$ cat config.mk
export PLATFORM = sky130hd
export DESIGN_NAME = pvh_div
export DESIGN_NICKNAME = d
export VERILOG_FILES = /design/src/rtl/pvh_pkg.sv /design/src/rtl/pvh_div.sv
export SDC_FILE = /design/constraint.sdc
export NUM_CORES = 1
export LEC_CHECK = 0
export BUFFER_PORTS_ARGS = -buffer_cell sky130_fd_sc_hd__buf_2
export CAP_MARGIN = 20
export CORE_ASPECT_RATIO = 0.6
export CORE_UTILIZATION = 56
export CTS_CLUSTER_DIAMETER = 150
export DETAILED_ROUTE_END_ITERATION = 8
export GPL_ROUTABILITY_DRIVEN = 0
export PLACE_DENSITY_LB_ADDON = 0.2
export SYNTH_ARGS = -nofsm -noshare
export SYNTH_HDL_FRONTEND = slang
export SYNTH_SLANG_ARGS = --single-unit
$ cat constraint.sdc
create_clock -name i_clk -period 3.6 [get_ports i_clk]
set_clock_uncertainty 0.1 [all_clocks]
set_input_delay 0.72 -clock i_clk [delete_from_list [all_inputs] [get_ports i_clk]]
set_output_delay 0.72 -clock i_clk [all_outputs]
set_load 0.02 [all_outputs]
$ cat src/rtl/pvh_pkg.sv
// Package for the point voxel histogram: grid sizes, address widths,
// register map codes and shared types. No dependencies.
`default_nettype none
package pvh_pkg;
    localparam int GRID_X_MAX  = 64;
    localparam int GRID_Y_MAX  = 64;
    localparam int GRID_Z_MAX  = 16;
    localparam int COUNT_BITS  = 16;
    localparam int XB          = $clog2(GRID_X_MAX);
    localparam int YB          = $clog2(GRID_Y_MAX);
    localparam int ZB          = $clog2(GRID_Z_MAX);
    localparam int ADDR_BITS   = XB + YB + ZB;
    localparam int DEPTH       = GRID_X_MAX * GRID_Y_MAX * GRID_Z_MAX;
    localparam int COORD_BITS  = 24;
    localparam int DIFF_BITS   = COORD_BITS + 1;
    localparam int SIZE_BITS   = 16;
    localparam int PADDR_BITS  = 5;

    typedef enum logic [2:0] {
        t_reg_min_x = 3'd0, t_reg_min_y = 3'd1, t_reg_min_z = 3'd2,
        t_reg_vsize = 3'd3, t_reg_grid_x = 3'd4, t_reg_grid_y = 3'd5,
        t_reg_grid_z = 3'd6, t_reg_none = 3'd7
    } t_reg;

    typedef enum logic [2:0] {
        t_st_clear, t_st_idle, t_st_div, t_st_read, t_st_write
    } t_state;

    // Request from the control unit to the counter memory.
    typedef struct packed {
        logic                 rd;
        logic                 wr;
        logic [ADDR_BITS-1:0] addr;
        logic [COUNT_BITS-1:0] wdata;
    } t_mem_req;
endpackage
`default_nettype wire

$ cat src/rtl/pvh_div.sv
// Restoring divider: one quotient bit per cycle while i_en is high,
// three axes in parallel. Depends on pvh_pkg.
`default_nettype none
module pvh_div (
    input  wire logic                                i_clk,
    input  wire logic                                i_load,
    input  wire logic                                i_en,
    input  wire logic [pvh_pkg::DIFF_BITS-2:0]       i_num_x,
    input  wire logic [pvh_pkg::DIFF_BITS-2:0]       i_num_y,
    input  wire logic [pvh_pkg::DIFF_BITS-2:0]       i_num_z,
    input  wire logic [pvh_pkg::SIZE_BITS-1:0]       i_den,
    output logic      [pvh_pkg::DIFF_BITS-2:0]       o_q_x,
    output logic      [pvh_pkg::DIFF_BITS-2:0]       o_q_y,
    output logic      [pvh_pkg::DIFF_BITS-2:0]       o_q_z
);
    localparam int NB = pvh_pkg::DIFF_BITS - 1;
    localparam int RB = pvh_pkg::SIZE_BITS + 1;
    logic [NB-1:0] r_q [3];
    logic [RB-1:0] r_rem [3];
    logic [NB-1:0] r_den_hold;
    logic [NB-1:0] n_q [3];
    logic [RB-1:0] n_rem [3];
    logic [RB-1:0] trial [3];

    always_comb begin
        for (int a = 0; a < 3; a++) begin
            trial[a] = {r_rem[a][RB-2:0], r_q[a][NB-1]};
            if (trial[a] >= {1'b0, r_den_hold[pvh_pkg::SIZE_BITS-1:0]}) begin
                n_rem[a] = trial[a] - {1'b0, r_den_hold[pvh_pkg::SIZE_BITS-1:0]};
                n_q[a]   = {r_q[a][NB-2:0], 1'b1};
            end else begin
                n_rem[a] = trial[a];
                n_q[a]   = {r_q[a][NB-2:0], 1'b0};
            end
        end
    end

    // Hold the quotient whenever neither a load nor a shift is enabled.
    always_ff @(posedge i_clk) begin
        if (i_load) begin
            r_q[0] <= i_num_x;
            r_q[1] <= i_num_y;
            r_q[2] <= i_num_z;
            for (int a = 0; a < 3; a++) r_rem[a] <= '0;
            r_den_hold <= {{(NB-pvh_pkg::SIZE_BITS){1'b0}},
                           (i_den == '0) ? pvh_pkg::SIZE_BITS'(1) : i_den};
        end else if (i_en) begin
            for (int a = 0; a < 3; a++) begin
                r_q[a]   <= n_q[a];
                r_rem[a] <= n_rem[a];
            end
        end
    end

    assign o_q_x = r_q[0];
    assign o_q_y = r_q[1];
    assign o_q_z = r_q[2];
endmodule
`default_nettype wire

Word-level counts from Yosys, hierarchy flattened. Memories as Yosys holds them, arrays and structs flattened. Cells that the tools add are included.

Reduce and logical (&&, ||, !) cells: 1. Shift-type cells: 0. Equality and inequality tests: 0. Mux-type cells: 17. Add/subtract/negate cells: 3. Div/mod/pow operators: 0. Magnitude comparators: 3. Bitwise operators: 6. Multiply operators: 0.

Operator list (number): 2-to-1 mux 17 bit (6); 2-to-1 mux 24 bit (3); greater-or-equal comparator 17 x 16 -> 1 bit (3); subtractor 17 x 16 -> 17 bit (3); logical NOT 16 bit (1); 2-to-1 mux 1 bit (8); OR 1 bit (6).

Latch bits: 0. Word-level logic and storage cells: 33. Memories: 2. Memory bits (read-only): 0. Bits in registers: 16. Input port bits: 91. Output and inout bits: 72. Bits in writable memories: 123.

Memories: r_q (words 3, bits a word 24, read ports 3, clocked after Yosys merged registers in 0, write ports 3, RTL line pvh_div.sv:18) `logic [NB-1:0] r_q [3];`; r_rem (words 3, bits a word 17, read ports 3, clocked after Yosys merged registers in 0, write ports 3, RTL line pvh_div.sv:19) `logic [RB-1:0] r_rem [3];`.

Depth between registers and ports, before layout.
Depth after elaboration: 4. Mapped depth: 12. Gate-level depth less buffers: 12.

Worst setup path before layout. OpenSTA, ideal clock, no wires.

Path type: register to register. Start: mem r_q[0][23] (netlist bit). End: mem r_rem[0][14] (netlist bit), data pin. Arrival time: 2.649 ns. Slack: 0.709 ns. Clock period less this slack: 2.891 ns. Required time: 3.358 ns. Buffers on the path: 0. Library setup time: 0.142 ns. Cell stages (with the launch flop): 13. Cell sequence: edfxtp_1 -> inv_1 -> ha_1 -> inv_1 -> fa_1 -> a211o_1 -> o211ai_2 -> a21oi_2 -> a2111o_1 -> nand2_1 -> o31ai_1 -> or3_1 -> a21oi_2.

RTL lines (RTL line): from (decl) (pvh_div.sv:18); to (decl) (pvh_div.sv:19).

==> flow_summary.json <==
{
  "cts_hold_buf": 0,
  "holdPathStages": 1,
  "cts_buffers": 17,
  "ioPinCount": 163,
  "drive_gt1_frac": 0.235,
  "r2r_slack_ns": 0.37,
  "hpwl_mm": 14.8,
  "areaGrowthSynthToFinish_pct": 21.6,
  "syn_area_um2": 8130,
  "holdWs_ns": 0.387,
  "critPathSlowestCell": "a221oi_1",
  "cts_setup_buffers": 0,
  "synth.area.top_cells": "edfxtp_1, nand2_1, ha_1",
  "dr_total_vias": 6657,
  "fin_tns_setup_ns": 0,
  "postSynthNetCount": 964,
  "syn-instance-count": 822,
  "setup_viol_count_final": 0,
  "postSynthAreaPerCell_um2": 9.89,
  "seq_area_frac_synth": 0.502,
  "worst_slew_pin_slew_ns": 0.701,
  "postLayoutCellArea_um2": 9890,
  "cp_common_cell": "inv_1",
  "core-area_um2": 13900,
  "netlist.area_leader.share": 0.502,
  "p_leak_nw": 4.63,
  "clock_path_buffers": 2,
  "cts-root-buf": "clkbuf_16",
  "yosysWarnings": 0,
  "grt-ovfl-total": 0,
  "fmax_mhz": 310,
  "grt_pass1_wl_mm": 31.8,
  "status": "finished, final reports clean",
  "ys_async_sr_fraction": 0,
  "dp_slack_ns": 0.451,
  "setup_ws_ns": 0.370,
  "hold_start": "i_den[14]",
  "dp_cells": 1151,
  "finish.utilization": 0.710,
  "r2r_start": "r_q[0][71]",
  "ctsHtreeMaxLevel": 4,
  "crit_buf_inv": 2,
  "initial_core_util": 0.584,
  "die_area_um2": 15000,
  "finalCriticalPeriod_ns": 3.23,
  "startpoint_type": "register",
  "power_mw": 5.54,
  "r2r_end": "r_rem[0][46]",
  "nets": 1121,
  "drt_pass1_iterations": 5,
  "place_area_um2": 9200,
  "cts_num_sinks": 136,
  "cts_tree": "built",
  "cp_max_fo": 3,
  "ys_ff_latch": 136,
  "synth_top_family_by_area": "simple AND/OR/NAND/NOR gates",
  "routed_via_density": 5.62,
  "yosys.area_share.simple": 0.180,
  "route.detailed.drc": 0,
  "port_buffers": 162,
  "drv_cap": 0,
  "finalNonFillerCells": 1184,
  "cts_resized": 0,
  "rr_worst_depth": 12,
  "grt_pass1_vias": 6095,
  "yosysTopAreaCell": "edfxtp_1",
  "hold_viol": 0,
  "cp.required_ns": 3.65,
  "rows": 33,
  "cp-end-kind": "register",
  "wl_mm": 20.6,
  "clk_latency_ns": 0.42,
  "dieWidth_um": 158,
  "rsz0062_at_grt": "false",
  "wire_per_inst_um": 17.4,
  "die_y_um": 95.3,
  "postRouteAntennaNets": 0,
  "synth.mux.area_fraction": 0.0432,
  "powerDensity_nw_per_um2": 561,
  "drtIter0Drc": 617,
  "num_antenna_cells": 0,
  "path_cells": "inv_1 -> ha_1 -> inv_1 -> fa_1 -> a211oi_1 -> o21bai_1 -> a221oi_1 -> o21ai_1 -> a21oi_1 -> xnor2_1 -> mux2i_1 -> nor2_1",
  "cpPeakStageDelay_ns": 0.53,
  "ir_worst_vdd_v": 0.000352,
  "synthFlopType": "edfxtp_1",
  "slew_headroom": 0.532,
  "arrival_ns": 3.28,
  "grt_max_degree": 45,
  "holdPathEnd": "r_den_hold[14]",
  "netlist-cell-type-count": 59,
  "yosys.area_share.adder": 0.0813,
  "synth_compound_area_frac": 0.118,
  "synth_xor_area_frac": 0.0399,
  "path_class": "register to register",
  "min_period_over_period": 0.897,
  "grt.total_usage": 0.283,
  "hp-class": "input pin to register",
  "grt_antenna_before_repair": 0,
  "path_clk_slew_ns": 0.06,
  "synth_edf_count": 136,
  "slew_viol_final": 0,
  "path_delay_family": "compound AO/OA/AOI/OAI gates"
}
-- cell usage in the layout, fill, tap and decap left out, types with 25 or more instances in the layout --
| master | Yosys | layout |
|---|---|---|
| ha_1 | 48 | 48 |
| inv_1 | 26 | 26 |
| nand2_1 | 236 | 236 |
| mux2i_1 | 34 | 34 |
| a21oi_1 | 45 | 45 |
| xnor2_1 | 25 | 25 |
| edfxtp_1 | 136 | 136 |
| nor2_1 | 54 | 54 |
| buf_2 | 1 | 162 |
-- worst max-delay path by stage --
stage                   endpoint  cells past startpoint           from
finish              r_rem[0][46]                     12     r_q[0][71]
global route        r_rem[0][48]                     11     r_q[0][71]
CTS                 r_rem[0][47]                     11  r_den_hold[1]
detailed placement  r_rem[0][47]                     11  r_den_hold[1]
global placement    r_rem[0][46]                     12     r_q[0][71]
floorplan           r_rem[0][14]                     12     r_q[0][23]
-- report_power, final --
group          switching [mW]  internal (mW)  leakage (nW)
Clock                   0.720           1.31         0.322
Combinational           0.882          0.603          2.88
Sequential             0.0904           1.94          1.43
Total                    1.69           3.85          4.63
-- worst register-to-register path: cells and delay by family (launching register included) --
| family | cells | cell delay (ns) |
|---|---|---|
| adders and majority gates | 2 | 0.58 |
| AOI/OAI and AO/OA | 5 | 1.40 |
| DFF | 1 | 0.47 |
| muxes | 1 | 0.13 |
| xor gates and xnor gates | 1 | 0.08 |
| and+or+nand+nor | 1 | 0.05 |
| buffers and inverters | 2 | 0.15 |
-- cell type report --
cell class | count | area, µm²
clock buffers | 18 | 429
clock inverters | 14 | 244
fillers | 1039 | 4030
inverters | 26 | 97.6
multi-input cells | 615 | 3780
flip-flops and latches | 136 | 4080
well taps | 192 | 240
repair buffers | 183 | 1010
-- flip-flops by register name (all words and copies together), names as in the netlist --
| name | cells |
|---|---|
| r_rem | 48 |
| r_q | 72 |
| r_den_hold | 16 |
-- kinds of logic after synthesis --
kind of cell,Yosys count
fa+ha+maj,51
xor+xnor,37
simple gates,352
buf+inv,71
flops,136
mux,35
compound gates,140
-- cells in the mapped netlist, types with 4 or more instances --
master,n
a211oi_1,8
a21o_1,10
a21oi_1,45
a31oi_1,4
buf_1,4
buf_4,4
clkbuf_1,35
edfxtp_1,136
ha_1,48
inv_1,26
mux2i_1,34
nand2_1,236
nand2b_1,7
nand3_1,15
nor2_1,54
nor2b_1,8
nor3_1,8
nor4_1,6
o21a_1,7
o21ai_0,17
o21ai_1,10
o31ai_1,4
or3_1,5
xnor2_1,25
xor2_1,12
-- metal layers --
layer  vias to the layer above  routed length (µm)  global-route usage
li1                       3212                   -                   -
met1                      3095                9550               0.414
met2                       308                8510               0.391
met3                        42                2140              0.0950
met4                         0                 420              0.0930
met5                         -                   0                   0
Note: power is estimated with default switching activity, not from simulation.
